--- config.mk ---
export PLATFORM = sky130hd
export DESIGN_NAME = modular_exponentiation
export DESIGN_NICKNAME = d
export VERILOG_FILES = /design/src/hw/rtl/mexp_pkg.sv /design/src/hw/rtl/modular_exponentiation.sv /design/src/hw/rtl/mexp_modred.sv /design/src/hw/rtl/mexp_modmul.sv
export SDC_FILE = /design/constraint.sdc
export NUM_CORES = 1
export LEC_CHECK = 0
export ABC_AREA = 1
export BUFFER_PORTS_ARGS = -buffer_cell sky130_fd_sc_hd__buf_2
export CAP_MARGIN = 20
export CORE_ASPECT_RATIO = 0.6
export CORE_MARGIN = 5
export CORE_UTILIZATION = 55
export DETAILED_ROUTE_END_ITERATION = 8
export PLACE_DENSITY = 0.84
export SYNTH_ARGS = -nofsm -noshare
export SYNTH_HDL_FRONTEND = slang
export SYNTH_SLANG_ARGS = --single-unit
--- constraint.sdc ---
create_clock -name i_clk -period 5.3 [get_ports i_clk]
set_input_delay 1.06 -clock i_clk [delete_from_list [all_inputs] [get_ports i_clk]]
set_output_delay 1.06 -clock i_clk [all_outputs]
set_load 0.05 [all_outputs]
--- src/hw/rtl/mexp_pkg.sv ---
// ----------------------------------------------------------------------------
// mexp_pkg
// Shared types and fixed field widths for the modular exponentiation block.
// ----------------------------------------------------------------------------
package mexp_pkg;

    localparam int BASE_WIDTH  = 63;
    localparam int EXPIN_WIDTH = 63;
    localparam int CFG_WIDTH   = 32;
    localparam int OUT_WIDTH   = 32;

    localparam logic [CFG_WIDTH-1:0] MODULUS_RESET = 32'd1000000007;

    typedef enum logic [2:0] {
        S_IDLE,
        S_REDUCE,
        S_CHECK,
        S_LAUNCH,
        S_WAIT,
        S_DONE
    } t_state;

endpackage

--- src/hw/rtl/modular_exponentiation.sv ---
// ----------------------------------------------------------------------------
// modular_exponentiation
// Right-to-left square-and-multiply, base^exponent mod modulus, one word at a time.
// The base is first reduced modulo the modulus; then, per exponent bit, a squaring
// and a multiply run in parallel, the product kept when the bit is set. A zero
// exponent or a zero result goes straight to the strobe. Busy holds until the
// strobe cycle ends and the receiver cannot stall.
// Synchronous active-low reset; modulus resets to 1000000007.
// ----------------------------------------------------------------------------
module modular_exponentiation #(
    parameter int MOD_WIDTH = 32,
    parameter int EXP_WIDTH = 63
) (
    input  logic                             i_clk,
    input  logic                             i_rst_n,
    input  logic                             i_cfg_we,
    input  logic [mexp_pkg::CFG_WIDTH-1:0]   i_cfg_wdata,
    input  logic                             start,
    output logic                             busy,
    input  logic [mexp_pkg::BASE_WIDTH-1:0]  i_base_value,
    input  logic [mexp_pkg::EXPIN_WIDTH-1:0] i_exponent,
    output logic                             o_valid,
    output logic [mexp_pkg::OUT_WIDTH-1:0]   o_power_result
);

    mexp_pkg::t_state r_state, n_state;

    logic [mexp_pkg::CFG_WIDTH-1:0] r_modulus;
    logic [EXP_WIDTH-1:0]           r_exp;
    logic [MOD_WIDTH-1:0]           r_sq;
    logic [MOD_WIDTH-1:0]           r_acc;
    logic [MOD_WIDTH-1:0]           w_mod;
    logic                           w_accept;
    logic                           w_red_start;
    logic                           w_mul_start;
    logic                           w_red_done;
    logic [MOD_WIDTH-1:0]           w_red_rem;
    logic                           w_sq_done;
    logic [MOD_WIDTH-1:0]           w_sq_prod;
    logic                           w_ml_done;
    logic [MOD_WIDTH-1:0]           w_ml_prod;
    logic                           w_zero_res;
    logic                           w_exp_last;

    assign w_mod      = r_modulus[MOD_WIDTH-1:0];
    assign w_accept   = start && (r_state == mexp_pkg::S_IDLE);
    assign w_zero_res = (w_mod == '0) || (r_sq == '0);
    assign w_exp_last = ((r_exp >> 1) == '0);

    mexp_modred #(.MOD_WIDTH(MOD_WIDTH)) u_red (
        .i_clk   (i_clk),
        .i_rst_n (i_rst_n),
        .i_start (w_red_start),
        .i_base  (i_base_value),
        .i_mod   (w_mod),
        .o_done  (w_red_done),
        .o_rem   (w_red_rem)
    );

    mexp_modmul #(.MOD_WIDTH(MOD_WIDTH)) u_sq (
        .i_clk   (i_clk),
        .i_rst_n (i_rst_n),
        .i_start (w_mul_start),
        .i_a     (r_sq),
        .i_b     (r_sq),
        .i_mod   (w_mod),
        .o_done  (w_sq_done),
        .o_prod  (w_sq_prod)
    );

    mexp_modmul #(.MOD_WIDTH(MOD_WIDTH)) u_ml (
        .i_clk   (i_clk),
        .i_rst_n (i_rst_n),
        .i_start (w_mul_start),
        .i_a     (r_acc),
        .i_b     (r_sq),
        .i_mod   (w_mod),
        .o_done  (w_ml_done),
        .o_prod  (w_ml_prod)
    );

    // next state
    always_comb begin
        n_state = r_state;
        case (r_state)
            mexp_pkg::S_IDLE: begin
                if (start) n_state = mexp_pkg::S_REDUCE;
            end
            mexp_pkg::S_REDUCE: begin
                if (w_red_done) n_state = mexp_pkg::S_CHECK;
            end
            mexp_pkg::S_CHECK: begin
                if (w_zero_res || (r_exp == '0)) begin
                    n_state = mexp_pkg::S_DONE;
                end else begin
                    n_state = mexp_pkg::S_LAUNCH;
                end
            end
            mexp_pkg::S_LAUNCH: begin
                n_state = mexp_pkg::S_WAIT;
            end
            mexp_pkg::S_WAIT: begin
                if (w_sq_done) begin
                    n_state = w_exp_last ? mexp_pkg::S_DONE : mexp_pkg::S_LAUNCH;
                end
            end
            mexp_pkg::S_DONE: begin
                n_state = mexp_pkg::S_IDLE;
            end
            default: begin
                n_state = mexp_pkg::S_IDLE;
            end
        endcase
    end

    // outputs
    always_comb begin
        busy        = 1'b1;
        o_valid     = 1'b0;
        w_red_start = 1'b0;
        w_mul_start = 1'b0;
        case (r_state)
            mexp_pkg::S_IDLE: begin
                busy        = 1'b0;
                w_red_start = start;
            end
            mexp_pkg::S_LAUNCH: begin
                w_mul_start = 1'b1;
            end
            mexp_pkg::S_DONE: begin
                o_valid = 1'b1;
            end
            default: begin
                busy = 1'b1;
            end
        endcase
    end

    always_ff @(posedge i_clk) begin
        if (!i_rst_n) begin
            r_state   <= mexp_pkg::S_IDLE;
            r_modulus <= mexp_pkg::MODULUS_RESET;
        end else begin
            r_state <= n_state;
            if (i_cfg_we) r_modulus <= i_cfg_wdata;
        end
    end

    always_ff @(posedge i_clk) begin
        if (w_accept) begin
            r_exp <= i_exponent[EXP_WIDTH-1:0];
            r_acc <= MOD_WIDTH'(1);
        end
        if ((r_state == mexp_pkg::S_REDUCE) && w_red_done) begin
            r_sq <= w_red_rem;
        end
        if ((r_state == mexp_pkg::S_CHECK) && w_zero_res) begin
            r_acc <= '0;
        end
        if ((r_state == mexp_pkg::S_WAIT) && w_sq_done) begin
            r_sq  <= w_sq_prod;
            r_exp <= r_exp >> 1;
            if (r_exp[0] && w_ml_done) r_acc <= w_ml_prod;
        end
    end

    assign o_power_result = mexp_pkg::OUT_WIDTH'(r_acc);

endmodule

--- src/hw/rtl/mexp_modred.sv ---
// ----------------------------------------------------------------------------
// mexp_modred
// Bit-serial reduction of the base modulo the modulus, one base bit per cycle
// from the most significant end.
// ----------------------------------------------------------------------------
module mexp_modred #(
    parameter int MOD_WIDTH = 32
) (
    input  logic                           i_clk,
    input  logic                           i_rst_n,
    input  logic                           i_start,
    input  logic [mexp_pkg::BASE_WIDTH-1:0] i_base,
    input  logic [MOD_WIDTH-1:0]           i_mod,
    output logic                           o_done,
    output logic [MOD_WIDTH-1:0]           o_rem
);

    localparam int CNT_W = $clog2(mexp_pkg::BASE_WIDTH + 1);

    logic [mexp_pkg::BASE_WIDTH-1:0] r_shift, n_shift;
    logic [MOD_WIDTH-1:0]            r_rem, n_rem;
    logic [CNT_W-1:0]                r_cnt, n_cnt;
    logic                            r_done, n_done;
    logic [MOD_WIDTH:0]              w_t;
    logic [MOD_WIDTH:0]              w_sub;

    assign w_t   = {r_rem, r_shift[mexp_pkg::BASE_WIDTH-1]};
    assign w_sub = w_t - {1'b0, i_mod};

    always_comb begin
        n_shift = r_shift;
        n_rem   = r_rem;
        n_cnt   = r_cnt;
        n_done  = 1'b0;
        if (i_start) begin
            n_shift = i_base;
            n_rem   = '0;
            n_cnt   = CNT_W'(mexp_pkg::BASE_WIDTH);
        end else if (r_cnt != '0) begin
            n_shift = r_shift << 1;
            n_rem   = (w_t >= {1'b0, i_mod}) ? w_sub[MOD_WIDTH-1:0] : w_t[MOD_WIDTH-1:0];
            n_cnt   = r_cnt - CNT_W'(1);
            n_done  = (r_cnt == CNT_W'(1));
        end
    end

    always_ff @(posedge i_clk) begin
        if (!i_rst_n) begin
            r_cnt  <= '0;
            r_done <= 1'b0;
        end else begin
            r_cnt  <= n_cnt;
            r_done <= n_done;
        end
        r_shift <= n_shift;
        r_rem   <= n_rem;
    end

    assign o_done = r_done;
    assign o_rem  = r_rem;

endmodule

--- src/hw/rtl/mexp_modmul.sv ---
// ----------------------------------------------------------------------------
// mexp_modmul
// Bit-serial interleaved modular multiplier: one multiplier bit per cycle,
// shift-add with a conditional subtract of m or 2m. Operands below m.
// ----------------------------------------------------------------------------
module mexp_modmul #(
    parameter int MOD_WIDTH = 32
) (
    input  logic                 i_clk,
    input  logic                 i_rst_n,
    input  logic                 i_start,
    input  logic [MOD_WIDTH-1:0] i_a,
    input  logic [MOD_WIDTH-1:0] i_b,
    input  logic [MOD_WIDTH-1:0] i_mod,
    output logic                 o_done,
    output logic [MOD_WIDTH-1:0] o_prod
);

    localparam int CNT_W = $clog2(MOD_WIDTH + 1);

    logic [MOD_WIDTH-1:0] r_a, n_a;
    logic [MOD_WIDTH-1:0] r_b, n_b;
    logic [MOD_WIDTH-1:0] r_acc, n_acc;
    logic [CNT_W-1:0]     r_cnt, n_cnt;
    logic                 r_done, n_done;
    logic [MOD_WIDTH+1:0] w_t;
    logic [MOD_WIDTH+1:0] w_m1;
    logic [MOD_WIDTH+1:0] w_m2;
    logic [MOD_WIDTH+1:0] w_red;

    assign w_m1 = {2'b00, i_mod};
    assign w_m2 = {1'b0, i_mod, 1'b0};
    assign w_t  = {1'b0, r_acc, 1'b0}
                + (r_a[MOD_WIDTH-1] ? {2'b00, r_b} : '0);

    always_comb begin
        if (w_t >= w_m2) begin
            w_red = w_t - w_m2;
        end else if (w_t >= w_m1) begin
            w_red = w_t - w_m1;
        end else begin
            w_red = w_t;
        end
    end

    always_comb begin
        n_a    = r_a;
        n_b    = r_b;
        n_acc  = r_acc;
        n_cnt  = r_cnt;
        n_done = 1'b0;
        if (i_start) begin
            n_a   = i_a;
            n_b   = i_b;
            n_acc = '0;
            n_cnt = CNT_W'(MOD_WIDTH);
        end else if (r_cnt != '0) begin
            n_a    = r_a << 1;
            n_acc  = w_red[MOD_WIDTH-1:0];
            n_cnt  = r_cnt - CNT_W'(1);
            n_done = (r_cnt == CNT_W'(1));
        end
    end

    always_ff @(posedge i_clk) begin
        if (!i_rst_n) begin
            r_cnt  <= '0;
            r_done <= 1'b0;
        end else begin
            r_cnt  <= n_cnt;
            r_done <= n_done;
        end
        r_a   <= n_a;
        r_b   <= n_b;
        r_acc <= n_acc;
    end

    assign o_done = r_done;
    assign o_prod = r_acc;

endmodule

==> results_dict.tcl, run 1 <==
set metrics [dict create \
    status "finished, final reports clean" \
    crit_path_frequent_cell "nand2_1" \
    vias 33878 \
    place_congestion 1.05 \
    num-nets-final 5424 \
    die-area_sq_mm 0.0657 \
    yosysMostFrequentCell "nand2_1" \
    grt_overflow_total 0 \
    hold_class "flip-flop to flip-flop" \
    ys_warn_count 0 \
    grt_pass1_vias 30997 \
    cp-startpoint "u_ml.r_a[31]" \
    hold_viol 0 \
    hold_buffers 0 \
    cp_slowest_cell "o21ai_0" \
    drc 0 \
    synth_top_area_share_pct 22.8 \
    synth_common_cells "nand2_1 (1589), inv_1 (605), a21oi_1 (394)" \
    die_h_um 201 \
    ios 196 \
    min_from "r_sq[24]" \
    relSlewSlack_pct 32.2 \
    slew_violations 0 \
    fin_crit_ns 5.10 \
    crit_fanout 21 \
    num_rows 69 \
    drt-pass1-iter-count 6 \
    initial_utilization_pct 55.9 \
    syn_inst 4859 \
    synth-edff-count 253 \
    r2r-start "u_ml.r_a[31]" \
    timing.fmax_ghz 0.196 \
    start_kind "flip-flop" \
    vias_per_cell 5.80 \
    arrival_ns 5.60 \
    grt_use_total_pct 36.4 \
    cts_root_buf "clkbuf_16" \
    period_share_pct 96.2 \
    synth_cell_types 54 \
    syn_avg_cell_area_sq_um 6.85 \
    finalClockSkew_ns 0.0252 \
    rsz0062_at_grt "no" \
    required_ns 5.80 \
    grt_max_degree 80 \
    maxCapViolations 0 \
    synth.area.top_cells "edfxtp_1 (23%), nand2_1 (18%), dfxtp_1 (11%), ha_1 (8.6%), inv_1 (6.8%)" \
    hpwl_mm 99.9 \
    wl_per_cell_um 21.4 \
    place_area_sq_mm 0.0351 \
    cts_tree "yes" \
    clock_sinks 438 \
    drive_gt1_share_pct 8.30 \
    clkSlewWorstSetupHoldPaths_ns 0.08 \
    cp-end-kind "flip-flop" \
    cts_max_path_buffers 3 \
    port-buffer-count 195 \
    synth-async-reset-ratio_pct 0 \
    cts_buffers 43 \
    syn_area_sq_mm 0.0333 \
    die_x_um 328 \
    critPathMaxStageDelay_ns 0.62 \
    ys_ff_latch 438 \
    yosysTopAreaCell "edfxtp_1" \
    wl_mm 125 \
    path_class "flip-flop to flip-flop" \
    finalSetupViolations 0 \
    ctsHtreeMaxLevel 2 \
    core_sq_mm 0.0596 \
    ys_seq_area_share_pct 33.9 \
    drtAntennaViolNets 0 \
    design_area_sq_mm 0.0366 \
    antenna_found_initial 7 \
    area_delta_synth_final_pct 9.90 \
    drt_iter0_markers 4470 \
    clk_latency_ns 0.60 \
    worst_pin_slew_ns 1.02 \
    syn_nets 5256 \
    synth_ff_type "edfxtp_1" \
    setup_tns_ns 0 \
    grt_pass1_wl_mm 186 \
]
-- per-layer routing --
metal	up-vias	GRT usage [%]	part of all wire, %
li1	16241	-	-
met3	204	14.0	14
met4	6	8.49	2.5
met1	15524	53.4	44
met5	-	1.59	0.14
met2	1903	50.4	39
-- logic make-up after synthesis --
| family | after synthesis | share of synthesized area, % |
|---|---|---|
| adder cells (fa/ha/maj) | 235 | 8.99 |
| flip-flops | 438 | 33.9 |
| AO/OA/AOI/OAI | 857 | 13.9 |
| AND/OR/NAND/NOR | 2435 | 30.4 |
| buffers and inverters | 741 | 8.82 |
| XOR/XNOR | 153 | 4.02 |
-- metrics by stage --
step	utilization (%)	setup slack (ns)	hold WS, ns	std cells
2_1_floorplan	-	1.23	0.426	4859
3_3_place_gp	58.9	-0.0262	0.431	5760
3_5_place_dp	58.9	0.0308	0.432	5760
4_1_cts	61.2	0.00316	0.445	5839
5_1_grt	61.4	0.0213	0.459	5842
6_report	61.4	0.199	0.438	5844
-- registers in the layout (all words and copies together) (netlist names), 6 cells and up --
signal          cells
r_exp              63
u_red.r_shift      63
o_power_result     32
r_modulus          32
r_sq               32
u_ml.o_prod        32
u_ml.r_a           32
u_red.o_rem        32
u_sq.o_prod        32
u_sq.r_a           32
u_sq.r_b           32
u_ml.r_cnt          6
u_red.r_cnt         6
u_sq.r_cnt          6
-- critical path, delay by kind of cell (launching register included) --
kind / cells / cell delay [ns]
DFF: 1 / 0.34
and+or+nand+nor: 14 / 1.73
buffers and inverters: 7 / 1.02
AOI/OAI and AO/OA: 3 / 0.96
adders and majority gates: 2 / 0.66
xor gates and xnor gates: 1 / 0.28
-- final timing paths --
path	endpoint	slack, ns	depth (start not counted)
worst max-delay path	u_ml.o_prod[31]	0.20	27
worst min-delay path	u_sq.r_b[24]	0.44	0
worst max register to register	u_ml.o_prod[31]	0.20	27
worst min register to register	u_sq.r_b[24]	0.44	0
-- final cells by class --
class / count / area (sq um)
antenna: 2 / 5.00
multi-input combinational: 3682 / 19200
sequential: 438 / 11300
clock buffer: 60 / 1230
inverter: 616 / 2320
timing repair buffer: 246 / 1420
fill: 5539 / 23000
tap: 781 / 977
clock inverter: 19 / 161
-- repair_timing --
item / 4_1_cts / 5_1_grt
gates resized for setup: 0 / 18
setup endpoints to repair: 0 / 34
setup buffers: 0 / 0
-- cell usage in the layout, fill, tap and decap left out, types with 16 or more instances in the layout --
cell / netlist / layout
o21bai_1: 45 / 45
nor4_1: 34 / 34
clkbuf_16: 0 / 44
nand4_1: 41 / 41
nand3b_1: 21 / 21
edfxtp_1: 253 / 253
dfxtp_1: 185 / 185
a21oi_1: 394 / 394
xnor2_1: 70 / 70
nand3_1: 283 / 283
buf_4: 9 / 44
buf_2: 13 / 195
nor2_1: 342 / 339
o21ai_0: 331 / 329
xor2_1: 83 / 82
inv_1: 605 / 603
a21o_1: 16 / 16
nand2_1: 1589 / 1583
nand2_2: 31 / 36
nor3_1: 45 / 43
ha_1: 228 / 228
Power of run 1 is not shown: default switching activity piles up to over one toggle a cycle in this logic, so the estimate is an artifact.
==> run 2: changes to the inputs <==
==> constraint.sdc (replaced) <==
create_clock -name i_clk -period 5.7 [get_ports i_clk]
set_input_delay 1.14 -clock i_clk [delete_from_list [all_inputs] [get_ports i_clk]]
set_output_delay 1.14 -clock i_clk [all_outputs]
set_load 0.05 [all_outputs]
==> run 2 against run 1 <==
  * Global-route usage grew 0.52 points
  * First-iteration DRC count is 13% higher
  * Clock-buffer cell count fell by 1
  * Critical path type unchanged
  * Critical endpoint is now u_sq.o_prod[5]
  * Highest routed layer unchanged
  * Maximum frequency down 2.1%
  * Sequential cell count stayed put
  * Register-to-register slack gained 0.29 ns
==> results_dict.tcl, run 2 (same netlist as run 1, synthesis figures left out) <==
set metrics [dict create \
    arrival_ns 5.73 \
    relSlewSlack_pct 23.8 \
    worst_pin_slew_ns 1.14 \
    cts_buffers 42 \
    regArea_sq_mm 0.0113 \
    grt_pass1_wl_mm 188 \
    maxCapViolations 0 \
    clk_latency_ns 0.60 \
    r2r-start "u_sq.r_a[31]" \
    hold_class "flip-flop to flip-flop" \
    layout_common_cells "nand2_1 (1588), inv_1 (603), a21oi_1 (394), nor2_1 (340), o21ai_0 (329)" \
    drt_iter0_markers 5049 \
    cts_max_path_buffers 3 \
    area_delta_synth_final_pct 9.52 \
    clkSlewWorstSetupHoldPaths_ns 0.07 \
    reg_top3 "r_exp x63, u_red.r_shift x63" \
    cp_top_family "simple AND/OR/NAND/NOR gates" \
    grt_pass1_vias 30940 \
    r2r_end "u_sq.o_prod[5]" \
    hold_buffers 0 \
    setup_tns_ns 0 \
    place_congestion 1.07 \
    wl_mm 127 \
    drt-pass1-iter-count 6 \
    start_kind "flip-flop" \
    grt_overflow_total 0 \
    fillers 5630 \
    die_x_um 328 \
    crit_path_frequent_cell "nand2_1" \
    holdPathStages 0 \
    die-area_sq_mm 0.0657 \
    cts_root_buf "clkbuf_16" \
    vias_per_cell 5.87 \
    status "finished, final reports clean" \
    crit_fanout 30 \
    period_share_pct 91.4 \
    path_class "flip-flop to flip-flop" \
    clock_sinks 438 \
    rsz0062_at_grt "no" \
    num_rows 69 \
    hpwl_mm 102 \
    antenna_found_initial 5 \
    cts_tree "yes" \
    multi_input_area_sq_mm 0.0191 \
    die_h_um 201 \
    ctsHtreeMaxLevel 2 \
    vias 34257 \
    required_ns 6.22 \
    grt_max_degree 112 \
    r2r_cells 28 \
    worstHoldEndpoint "u_sq.r_b[20]" \
    ios 196 \
    core_sq_mm 0.0596 \
    drtAntennaViolNets 0 \
    path_buf_inv 7 \
    rrSetupSlack_ns 0.49 \
    slew_violations 0 \
    drc 0 \
    grt_use_total_pct 36.9 \
    finalSetupViolations 0 \
    final_util_pct 61.2 \
    hold_viol 0 \
    critPathMaxStageDelay_ns 0.41 \
    num-nets-final 5413 \
    drive_gt1_share_pct 7.98 \
    min_from "r_sq[20]" \
    wl_per_cell_um 21.8 \
    cp_slowest_cell "edfxtp_1" \
    timing.fmax_ghz 0.192 \
    fin_crit_ns 5.21 \
    initial_utilization_pct 55.9 \
    mostFrequentLayoutCell "nand2_1" \
    port-buffer-count 195 \
    cp-end-kind "flip-flop" \
    finalClockSkew_ns 0.0240 \
]
[run 2: cell type report]
class	count	area share [%]
Multi-Input combinational cell	3680	52.4
Sequential cell	438	31.0
Inverter	616	6.35
Timing Repair Buffer	238	3.63
Clock buffer	59	3.35
Tap cell	781	2.68
Clock inverter	19	0.628
Antenna cell	3	0.0206
[run 2: layer usage]
layer	wire (um)	global-route usage (%)	share of wire, %	up-vias
li1	-	-	-	16252
met3	17100	12.7	13	232
met2	50100	51.2	39	1942
met4	4050	10.5	3.2	6
met5	47	0	0.037	-
met1	55600	54.4	44	15825
[run 2: worst max path at each step]
stage / startpoint / to / slack, ns / depth (start not counted)
final: u_sq.r_a[31] / u_sq.o_prod[5] / 0.49 / 28
after global routing: u_sq.r_a[31] / u_sq.o_prod[5] / 0.1 / 28
after CTS: u_sq.r_a[31] / u_sq.o_prod[5] / 0.31 / 28
after detailed placement: u_sq.r_a[31] / u_sq.o_prod[2] / 0.37 / 28
after global placement: u_sq.r_a[31] / u_sq.o_prod[3] / 0.38 / 28
after floorplan: u_sq.r_a[31] / u_sq.o_prod[23] / 1.63 / 28
[run 2: through the flow]
stage	worst slack [ns]	instances	hold WS (ns)	instance area, sq um
2_1_floorplan	1.63	4859	0.426	33300
3_3_place_gp	0.377	5751	0.432	35000
3_5_place_dp	0.370	5751	0.435	35000
4_1_cts	0.308	5829	0.451	36400
5_1_grt	0.0977	5831	0.459	36500
6_report	0.491	5834	0.446	36500
[run 2: timing repair]
item | CTS | global route
setup endpoints to repair | 0 | 32
setup buffers | 0 | 1
resized for setup | 0 | 3
Power of run 2 is left out for the same reason.
